$ cat src/hw/rtl/vsb_pkg.sv
// Shared widths, register indexes and pipeline types for the sphere brush.
`default_nettype none
package vsb_pkg;

  localparam int COORD_W    = 8;
  localparam int FRAC_BITS  = 8;
  localparam int FIX_W      = COORD_W + FRAC_BITS;
  localparam int DENS_W     = 8;
  localparam int SQ_W       = 2 * FIX_W;
  localparam int SUM_W      = SQ_W + 2;
  localparam int ROOT_W     = SUM_W / 2;
  localparam int REM_W      = ROOT_W + 3;
  localparam int SQRT_STEPS = ROOT_W;
  localparam int IDX_W      = 3;

  typedef enum logic [IDX_W-1:0] {
    REG_CENTER_X = 3'd0,
    REG_CENTER_Y = 3'd1,
    REG_CENTER_Z = 3'd2,
    REG_RADIUS   = 3'd3,
    REG_FILL     = 3'd4
  } reg_index_t;

  // One sqrt digit stage: remaining radicand bits, partial remainder, root and the carried density.
  typedef struct packed {
    logic [SUM_W-1:0]  bits;
    logic [REM_W-1:0]  rem;
    logic [ROOT_W-1:0] root;
    logic [DENS_W-1:0] old_density;
  } sqrt_data_t;

endpackage
`default_nettype wire

$ cat src/hw/rtl/vsb_dist_sq.sv
// Three-stage squared distance: absolute deltas, squares, sum.
`default_nettype none
module vsb_dist_sq
  import vsb_pkg::*;
(
  input  wire logic              clk,
  input  wire logic              rst,
  input  wire logic              en,
  input  wire logic              in_valid,
  input  wire logic [COORD_W-1:0] voxel_x,
  input  wire logic [COORD_W-1:0] voxel_y,
  input  wire logic [COORD_W-1:0] voxel_z,
  input  wire logic [DENS_W-1:0] old_density,
  input  wire logic [FIX_W-1:0]  center_x,
  input  wire logic [FIX_W-1:0]  center_y,
  input  wire logic [FIX_W-1:0]  center_z,
  output logic                   out_valid,
  output logic [SUM_W-1:0]       sum,
  output logic [DENS_W-1:0]      out_density
);

  logic [FIX_W-1:0]  px, py, pz;
  logic [FIX_W-1:0]  dx, dy, dz;
  logic [SQ_W-1:0]   sqx, sqy, sqz;
  logic [DENS_W-1:0] dens1, dens2;
  logic              valid1, valid2;

  assign px = {voxel_x, {FRAC_BITS{1'b0}}};
  assign py = {voxel_y, {FRAC_BITS{1'b0}}};
  assign pz = {voxel_z, {FRAC_BITS{1'b0}}};

  always_ff @(posedge clk) begin
    if (rst) begin
      valid1    <= 1'b0;
      valid2    <= 1'b0;
      out_valid <= 1'b0;
    end else if (en) begin
      valid1    <= in_valid;
      valid2    <= valid1;
      out_valid <= valid2;
    end
  end

  always_ff @(posedge clk) begin
    if (en) begin
      dx    <= (px >= center_x) ? (px - center_x) : (center_x - px);
      dy    <= (py >= center_y) ? (py - center_y) : (center_y - py);
      dz    <= (pz >= center_z) ? (pz - center_z) : (center_z - pz);
      dens1 <= old_density;
      sqx   <= dx * dx;
      sqy   <= dy * dy;
      sqz   <= dz * dz;
      dens2 <= dens1;
      sum   <= {2'b00, sqx} + {2'b00, sqy} + {2'b00, sqz};
      out_density <= dens2;
    end
  end

endmodule
`default_nettype wire

$ cat src/hw/rtl/vsb_sqrt_stage.sv
// One registered digit of the restoring integer square root.
`default_nettype none
module vsb_sqrt_stage
  import vsb_pkg::*;
(
  input  wire logic       clk,
  input  wire logic       rst,
  input  wire logic       en,
  input  wire logic       in_valid,
  input  wire sqrt_data_t in_data,
  output logic            out_valid,
  output sqrt_data_t      out_data
);

  logic [REM_W-1:0] rem_sh;
  logic [REM_W-1:0] trial;
  sqrt_data_t       data_next;

  always_comb begin
    rem_sh    = {in_data.rem[REM_W-3:0], in_data.bits[SUM_W-1 -: 2]};
    trial     = {1'b0, in_data.root, 2'b01};
    data_next = in_data;
    data_next.bits = {in_data.bits[SUM_W-3:0], 2'b00};
    if (rem_sh >= trial) begin
      data_next.rem  = rem_sh - trial;
      data_next.root = {in_data.root[ROOT_W-2:0], 1'b1};
    end else begin
      data_next.rem  = rem_sh;
      data_next.root = {in_data.root[ROOT_W-2:0], 1'b0};
    end
  end

  always_ff @(posedge clk) begin
    if (rst) begin
      out_valid <= 1'b0;
    end else if (en) begin
      out_valid <= in_valid;
    end
  end

  always_ff @(posedge clk) begin
    if (en) begin
      out_data <= data_next;
    end
  end

endmodule
`default_nettype wire

$ cat src/hw/rtl/vsb_shade.sv
// Final stage: shell test, weight times 255 and fill/carve blend, registered.
`default_nettype none
module vsb_shade
  import vsb_pkg::*;
(
  input  wire logic              clk,
  input  wire logic              rst,
  input  wire logic              en,
  input  wire logic              in_valid,
  input  wire logic [ROOT_W-1:0] distance,
  input  wire logic [DENS_W-1:0] old_density,
  input  wire logic [FIX_W-1:0]  radius,
  input  wire logic              fill_mode,
  output logic                   out_valid,
  output logic [DENS_W-1:0]      new_density,
  output logic                   touched
);

  localparam int WIDE_W = ROOT_W + 1;
  localparam int N_W    = FRAC_BITS + 2;
  localparam int PROD_W = N_W + DENS_W;

  localparam logic [WIDE_W-1:0] ONE_W = WIDE_W'(1) << FRAC_BITS;
  localparam logic [N_W-1:0]    TWO_N = N_W'(1) << (FRAC_BITS + 1);

  logic [WIDE_W-1:0] dist_w, rad_w, dist_p1, rad_p1, n_full;
  logic [N_W-1:0]    n, w_num;
  logic [PROD_W-1:0] prod;
  logic [DENS_W-1:0] val, res;
  logic              hit;

  always_comb begin
    dist_w  = {1'b0, distance};
    rad_w   = {{(WIDE_W-FIX_W){1'b0}}, radius};
    dist_p1 = dist_w + ONE_W;
    rad_p1  = rad_w + ONE_W;
    hit     = (dist_w <= rad_p1);
    n_full  = (dist_p1 >= rad_w) ? (dist_p1 - rad_w) : '0;
    // inside the shell n never exceeds two
    n       = n_full[N_W-1:0];
    w_num   = fill_mode ? (TWO_N - n) : n;
    prod    = {w_num, {DENS_W{1'b0}}} - {{DENS_W{1'b0}}, w_num};
    val     = prod[FRAC_BITS+1 +: DENS_W];
    if (!hit) begin
      res = old_density;
    end else if (fill_mode) begin
      res = (val > old_density) ? val : old_density;
    end else begin
      res = (val < old_density) ? val : old_density;
    end
  end

  always_ff @(posedge clk) begin
    if (rst) begin
      out_valid <= 1'b0;
    end else if (en) begin
      out_valid <= in_valid;
    end
  end

  always_ff @(posedge clk) begin
    if (en) begin
      new_density <= res;
      touched     <= hit;
    end
  end

endmodule
`default_nettype wire

$ cat src/hw/rtl/voxel_sphere_brush.sv
// Spherical density brush: edits one voxel density per beat.
// Usage:
//   Input channel (in_valid/in_ready) carries voxel_x/y/z and old_density.
//   Output channel (out_valid/out_ready) carries new_density and touched.
//   Configuration: pulse cfg_write with cfg_index (0 center_x, 1 center_y,
//   2 center_z, 3 radius, 4 fill_mode) and cfg_data; write only while idle.
// Pipeline from input beat to output beat: 3 distance stages,
//   17 square-root digit stages, 1 blend/output stage.
// Throughput: one beat per cycle unless stalled; every stage is a register
//   stage and the sqrt has one digit stage per result bit.
// Reset: clears all pipeline valid bits and the configuration registers
//   (center at origin, radius 0, carve mode).
// Stall: when out_ready is low with a result waiting, the whole pipeline
//   freezes and in_ready drops; bubbles in the pipe stay where they are
//   and are not squeezed out. Nothing is dropped or repeated.
`default_nettype none
module voxel_sphere_brush
  import vsb_pkg::*;
(
  input  wire logic              clk,
  input  wire logic              rst,
  input  wire logic              in_valid,
  output logic                   in_ready,
  input  wire logic [COORD_W-1:0] voxel_x,
  input  wire logic [COORD_W-1:0] voxel_y,
  input  wire logic [COORD_W-1:0] voxel_z,
  input  wire logic [DENS_W-1:0] old_density,
  output logic                   out_valid,
  input  wire logic              out_ready,
  output logic [DENS_W-1:0]      new_density,
  output logic                   touched,
  input  wire logic              cfg_write,
  input  wire logic [IDX_W-1:0]  cfg_index,
  input  wire logic [FIX_W-1:0]  cfg_data
);

  logic [FIX_W-1:0] center_x, center_y, center_z, radius;
  logic             fill_mode;
  logic             en;

  logic              ds_valid;
  logic [SUM_W-1:0]  ds_sum;
  logic [DENS_W-1:0] ds_density;

  logic       sv [0:SQRT_STEPS];
  sqrt_data_t sd [0:SQRT_STEPS];

  assign en       = !out_valid || out_ready;
  assign in_ready = en;

  always_ff @(posedge clk) begin
    if (rst) begin
      center_x  <= '0;
      center_y  <= '0;
      center_z  <= '0;
      radius    <= '0;
      fill_mode <= 1'b0;
    end else if (cfg_write) begin
      unique case (cfg_index)
        REG_CENTER_X: center_x  <= cfg_data;
        REG_CENTER_Y: center_y  <= cfg_data;
        REG_CENTER_Z: center_z  <= cfg_data;
        REG_RADIUS:   radius    <= cfg_data;
        REG_FILL:     fill_mode <= cfg_data[0];
        default: ;
      endcase
    end
  end

  vsb_dist_sq u_dist (
    .clk         (clk),
    .rst         (rst),
    .en          (en),
    .in_valid    (in_valid),
    .voxel_x     (voxel_x),
    .voxel_y     (voxel_y),
    .voxel_z     (voxel_z),
    .old_density (old_density),
    .center_x    (center_x),
    .center_y    (center_y),
    .center_z    (center_z),
    .out_valid   (ds_valid),
    .sum         (ds_sum),
    .out_density (ds_density)
  );

  always_comb begin
    sv[0]             = ds_valid;
    sd[0].bits        = ds_sum;
    sd[0].rem         = '0;
    sd[0].root        = '0;
    sd[0].old_density = ds_density;
  end

  for (genvar i = 0; i < SQRT_STEPS; i++) begin : g_sqrt
    vsb_sqrt_stage u_stage (
      .clk       (clk),
      .rst       (rst),
      .en        (en),
      .in_valid  (sv[i]),
      .in_data   (sd[i]),
      .out_valid (sv[i+1]),
      .out_data  (sd[i+1])
    );
  end

  vsb_shade u_shade (
    .clk         (clk),
    .rst         (rst),
    .en          (en),
    .in_valid    (sv[SQRT_STEPS]),
    .distance    (sd[SQRT_STEPS].root),
    .old_density (sd[SQRT_STEPS].old_density),
    .radius      (radius),
    .fill_mode   (fill_mode),
    .out_valid   (out_valid),
    .new_density (new_density),
    .touched     (touched)
  );

endmodule
`default_nettype wire

$ cat config.mk
export PLATFORM = sky130hd
export DESIGN_NAME = voxel_sphere_brush
export DESIGN_NICKNAME = d
export VERILOG_FILES = /design/src/hw/rtl/vsb_pkg.sv /design/src/hw/rtl/vsb_dist_sq.sv /design/src/hw/rtl/vsb_sqrt_stage.sv /design/src/hw/rtl/vsb_shade.sv /design/src/hw/rtl/voxel_sphere_brush.sv
export SDC_FILE = /design/constraint.sdc
export NUM_CORES = 2
export LEC_CHECK = 0
export BUFFER_PORTS_ARGS = -buffer_cell sky130_fd_sc_hd__buf_2
export CORE_MARGIN = 1.5
export CORE_UTILIZATION = 59
export CTS_BUF_LIST = sky130_fd_sc_hd__clkbuf_16
export DETAILED_ROUTE_END_ITERATION = 7
export GPL_ROUTABILITY_DRIVEN = 1
export PLACE_DENSITY = 0.76
export SKIP_LAST_GASP = 1
export SLEW_MARGIN = 0
export SYNTH_ARGS = -nofsm -noshare
export SYNTH_HDL_FRONTEND = slang
export SYNTH_SLANG_ARGS = --single-unit
export TNS_END_PERCENT = 10
$ cat constraint.sdc
create_clock -name clk -period 28.6 [get_ports clk]
set_input_delay 1.43 -clock clk [delete_from_list [all_inputs] [get_ports clk]]
set_output_delay 1.43 -clock clk [all_outputs]
set_load 0.05 [all_outputs]
# Word-level counts from Yosys, hierarchy flattened
# Cells that the tools add are included.
# W data, S select, Z words.
# op_classes
n_addsub	29
mul	3
n_lt_le_gt_ge	24
eq_ne	4
n_mux	26
n_reduce_logical	8
# ops
cell	count
$mux W35	15
$ge A20 B19 Y1	16
$sub A18 B18 Y18	15
$mul A16 B16 Y32	3
$sub A16 B16 Y16	6
$ge A16 B16 Y1	3
$mux W16	3
$add A34 B32 Y34	1
$add A32 B32 Y33	1
$mux W8	4
$mux W10	2
$mux W19	1
$add A17 B9 Y18 const B	1
$ge A18 B16 Y1	1
$le A17 B18 Y1	1
$add A16 B9 Y17 const B	1
$sub A17 B10 Y17	1
$reduce_and A2 Y1	5
$sub A10 B10 Y10	1
$sub A10 B10 Y10 const A	1
$gt A8 B8 Y1	1
$lt A8 B8 Y1	1
$eq A3 B2 Y1 const B	2
$eq A3 B1 Y1 const B	1
7 further kinds	7
# totals
ff_bits	1267
inputBits	56
out_inout_bits	11
wordCells	199

# Depth between registers and ports, before layout
# depth
depth_word	10
mapped_depth	33
mapped_depth_nobuf	33

# Hierarchy
# Synthesis repeated with hierarchy kept, for this count alone.
# unflattened
cells_unflattened	8254
area_unflattened_um2	98459.4
# by_module_without_submodules
module	instances	cells_per_inst	area_per_inst_um2
vsb_sqrt_stage	17	261	3589.7
vsb_dist_sq	1	3267	32366.0
voxel_sphere_brush	1	237	2626.3
vsb_shade	1	313	2442.3

# Worst setup path before layout
# No wires, ideal clock.
# synth_path
path_kind	input -> register
from	input port out_ready
to	register g_sqrt[0].u_stage.out_data[0] (netlist name) (enable)
setup_ps	1834
t_arrival_ps	30099
required_time_ps	26766
path_slack_ps	-3334
cell_stages	3
n_path_buf	1
path_cell_list	nor2b_1 inv_1 clkbuf_1
# synth_via
elab_chain_cells	1
# synth_lines
element	line_no	source
from (decl)	voxel_sphere_brush.sv:29	input wire logic out_ready,
$logic_or A1 B1 Y1	voxel_sphere_brush.sv:48	assign en = !out_valid || out_ready;
net in_ready	voxel_sphere_brush.sv:23	output logic in_ready,
to (signal assigned)	vsb_sqrt_stage.sv:43	out_data <= data_next;
to (decl)	vsb_sqrt_stage.sv:12	output sqrt_data_t out_data
# The timed path passes the listed nets, and every way through them passes these cells.
# A chain may end at the register's enable or synchronous reset.

# Worst setup path after layout
# layout_path
from	register u_dist.dy[9]
to	register u_dist.sqy[30] (data pin)
# layout_via
elab_chain_cells	1
# layout_lines
element	line_no	source
from (decl)	vsb_dist_sq.sv:23	logic [FIX_W-1:0] dx, dy, dz;
from (signal assigned)	vsb_dist_sq.sv:47	dy <= (py >= center_y) ? (py - center_y) : (center_y - py);
$mul A16 B16 Y32	vsb_dist_sq.sv:51	sqy <= dy * dy;
to (signal assigned)	vsb_dist_sq.sv:51	
to (decl)	vsb_dist_sq.sv:24	logic [SQ_W-1:0] sqx, sqy, sqz;
# No other way between the ends.

==> impl_metrics.json <==
{
  "status": "finished clean",
  "hold_viol": 0,
  "dp_hpwl_um": 105000,
  "ys.flop_type": "edfxtp_1",
  "syn_avg_cell_area_um2": 11.5,
  "worstPathMaxFanout": 17,
  "final_area_mm2": 0.0784,
  "cts_resized": 0,
  "die_area_mm2": 0.125,
  "ant_nets": 0,
  "diodes": 0,
  "crit_buf_inv": 5,
  "cap_violations": 0,
  "slew_headroom": 0.242,
  "via_per_inst": 5.54,
  "route.detailed.drc": 0,
  "crit_required_ns": 29.06,
  "clk_pin_slew_ns": 0.07,
  "setup-violations-final": 0,
  "drv_slew": 0,
  "seq_area_frac_synth": 0.452,
  "root_buffer": "clkbuf_16",
  "dieHeight_um": 354,
  "area_growth_pct": 7.85,
  "gp_congestion": 0.934,
  "crit_type": "reg2reg",
  "clk_latency_ns": 0.71,
  "grt_setup_unrepaired": "no",
  "grt_max_degree": 226,
  "synth_edf_count": 1037,
  "leakage_nw": 35.6,
  "async_flop_share": 0,
  "path_cells": "nand2_1 > fa_1 > inv_1 > fa_1 > inv_1 > fa_1 > inv_1 > fa_1 > inv_1 > fa_1 > inv_1 > fa_1 > ha_1 > and3_1 > nand3_1 > o41ai_1 > a31oi_1 > o311ai_1 > a31o_2 > a21oi_1 > xnor2_1",
  "whs_path_depth": 0,
  "io_buffers": 66,
  "skew_ns": 0.0321,
  "fp.dieW_um": 354,
  "worst_pin_slew_ns": 1.13,
  "vias": 44858,
  "antenna_found_initial": 1,
  "setup_tns_ns": 0,
  "floorplan.initialDensity": 0.596,
  "min_to": "g_sqrt[4].u_stage.out_data[77]",
  "hold_path_class": "reg2reg",
  "io_pins": 67,
  "cts_sinks": 1123,
  "netlist_area_mm2": 0.0727,
  "synth_cells": 6308,
  "critPathTopFamily": "adder cells",
  "final_cells": 8091,
  "rows": 128,
  "ys_seq_elements": 1123,
  "holdBufCountCts": 0,
  "cp-end-kind": "flop",
  "path_common_cell": "fa_1",
  "firstDrtPassIters": 6,
  "regToRegStartpoint": "u_dist.dy[9]",
  "routedWlPerCell_um": 17.2,
  "dp_cells": 7878,
  "cp-start-kind": "flop",
  "r2r_cells": 21,
  "wl_um": 140000,
  "ir_worst_vdd_uv": 318,
  "cts_tree": "built",
  "cts_buffer_depth": 3,
  "grt_pass1_wl_um": 229000,
  "dpl_cell_area_mm2": 0.0747,
  "cts_made_buffers": 113,
  "r2r_slack_ns": 21.31,
  "min_from": "g_sqrt[3].u_stage.out_data[75]",
  "cts_setup_buffers": 0,
  "synth_warnings": 0,
  "crit_arrival_ns": 7.75,
  "period_share": 0.255,
  "drt_iter0_markers": 3021,
  "max_stage_delay_ns": 0.87,
  "final.min_clock_period_ns": 7.29,
  "layout-drive-gt1-share": 0.0575,
  "core_mm2": 0.122,
  "powerDensity_mw_per_mm2": 113,
  "cts_max_level": 3,
  "r2r-end": "u_dist.sqy[30]",
  "nets": 7535,
  "synth.distinct_cells": 98,
  "fill_cells": 9159,
  "grt_overflow": 0,
  "grt_usage": 0.226,
  "grt_pass1_vias": 45851,
  "cpMaxStageDelayCell": "edfxtp_1",
  "fmax_mhz": 137,
  "synth_nets": 7475
}
worst max path at each step:
stage / start / cells after the start / slack, ns / to
floorplan: out_ready / 3 / 12.51 / in_ready
global placement: u_dist.dy[4] / 21 / 21.55 / u_dist.sqy[31]
detailed placement: u_dist.dy[7] / 21 / 21.41 / u_dist.sqy[30]
CTS: u_dist.dy[7] / 21 / 21.39 / u_dist.sqy[30]
global route: g_sqrt[16].u_stage.out_data[16] / 32 / 20.77 / u_shade.new_density[3]
finish: u_dist.dy[9] / 21 / 21.31 / u_dist.sqy[30]
layer usage:
metal  up-vias  wire length [µm]  GRT usage
li1      21714                 -          -
met1     21825             58500      0.296
met2      1048             70200      0.391
met3       271              6680     0.0288
met4         0              4150     0.0733
met5         -                 0          0
cells by family after synthesis:
logic type / synth area share
XOR/XNOR: 0.0482
buffers and inverters: 0.0539
other: 0.0000516
AO/OA/AOI/OAI: 0.0826
flip-flops: 0.452
adder cells (fa/ha/maj): 0.243
multiplexers: 0.0129
AND/OR/NAND/NOR: 0.108
synth_stat cells (27+ instances only):
| library cell | instances | area share |
|---|---|---|
| nor2_1 | 342 | 0.018 |
| nor2b_1 | 61 | 0.0052 |
| mux2_2 | 59 | 0.0091 |
| a21oi_1 | 325 | 0.022 |
| nand2_1 | 550 | 0.028 |
| o21ai_0 | 148 | 0.010 |
| o31ai_1 | 31 | 0.0032 |
| or3_1 | 27 | 0.0023 |
| nor3_1 | 112 | 0.0077 |
| o21bai_1 | 32 | 0.0033 |
| edfxtp_1 | 1037 | 0.43 |
| nor4_1 | 30 | 0.0026 |
| ha_1 | 614 | 0.11 |
| inv_1 | 901 | 0.047 |
| xor2_1 | 129 | 0.016 |
| a211oi_1 | 27 | 0.0028 |
| fa_1 | 497 | 0.14 |
| or2_2 | 35 | 0.0030 |
| dfxtp_1 | 86 | 0.024 |
| o21a_1 | 75 | 0.0077 |
| nand3_1 | 80 | 0.0055 |
| clkbuf_1 | 116 | 0.0060 |
| and2_1 | 192 | 0.017 |
| xnor2_1 | 265 | 0.032 |
| nand4_1 | 44 | 0.0038 |
| nand2b_1 | 50 | 0.0043 |
| a21o_1 | 103 | 0.011 |
cell type report:
class / instances / area, µm² / area share
timing repair buffer: 78 / 470 / 0.00600
clock inverter: 97 / 815 / 0.0104
sequential: 1123 / 32900 / 0.419
inverter: 902 / 3390 / 0.0433
clock buffer: 116 / 2900 / 0.0370
multi-input combinational: 4150 / 35900 / 0.458
tap: 1625 / 2030 / 0.0259
metrics by stage:
| stage | setup WS, ns | hold slack, ns | utilization | total power [mW] |
|---|---|---|---|---|
| 3_3_place_gp | 21.55 | 0.400 | 0.612 | 7.28 |
| 3_5_place_dp | 21.41 | 0.405 | 0.612 | 7.41 |
| 4_1_cts | 21.39 | 0.411 | 0.643 | 8.94 |
| 6_report | 21.31 | 0.405 | 0.643 | 8.88 |
| 5_1_grt | 20.77 | 0.418 | 0.643 | 9.62 |
| 2_1_floorplan | 12.51 | 0.400 | - | 6.26 |
report_power, final:
group	internal, mW	switching, mW
registers	2.57	0.298
clock network	0.836	0.621
logic	1.96	2.59
state kept, by name (all words and copies together), names as in the netlist, 17 cells and up:
signal	cells
u_dist.sqy	31
u_dist.sqx	31
g_sqrt.u_stage.out_data	829
u_dist.sqz	31
u_dist.sum	34
g_sqrt.u_stage.out_valid	17
placed cells by master, fill, tap and decap left out, types with 22 or more instances in the layout:
cell type	netlist	final
nand4_1	44	44
ha_1	614	614
and2_1	192	192
mux2_2	59	59
a211oi_1	27	27
a21boi_0	22	22
a21o_1	103	103
nor4_1	30	30
xor2_1	129	129
inv_1	901	928
or2_2	35	35
edfxtp_1	1037	1037
nand3_1	80	80
a21oi_1	325	325
or3_1	27	27
nand2b_1	50	50
o31ai_1	31	31
o21bai_1	32	32
mux2i_1	26	26
buf_2	7	66
xnor2_1	265	265
clkbuf_16	0	116
nand2_1	550	550
dfxtp_1	86	86
nor3_1	112	111
nor2_1	342	342
nor2b_1	61	60
fa_1	497	497
o21a_1	75	75
o21ai_0	148	148
No activity file was read; power rests on OpenSTA's default activity.
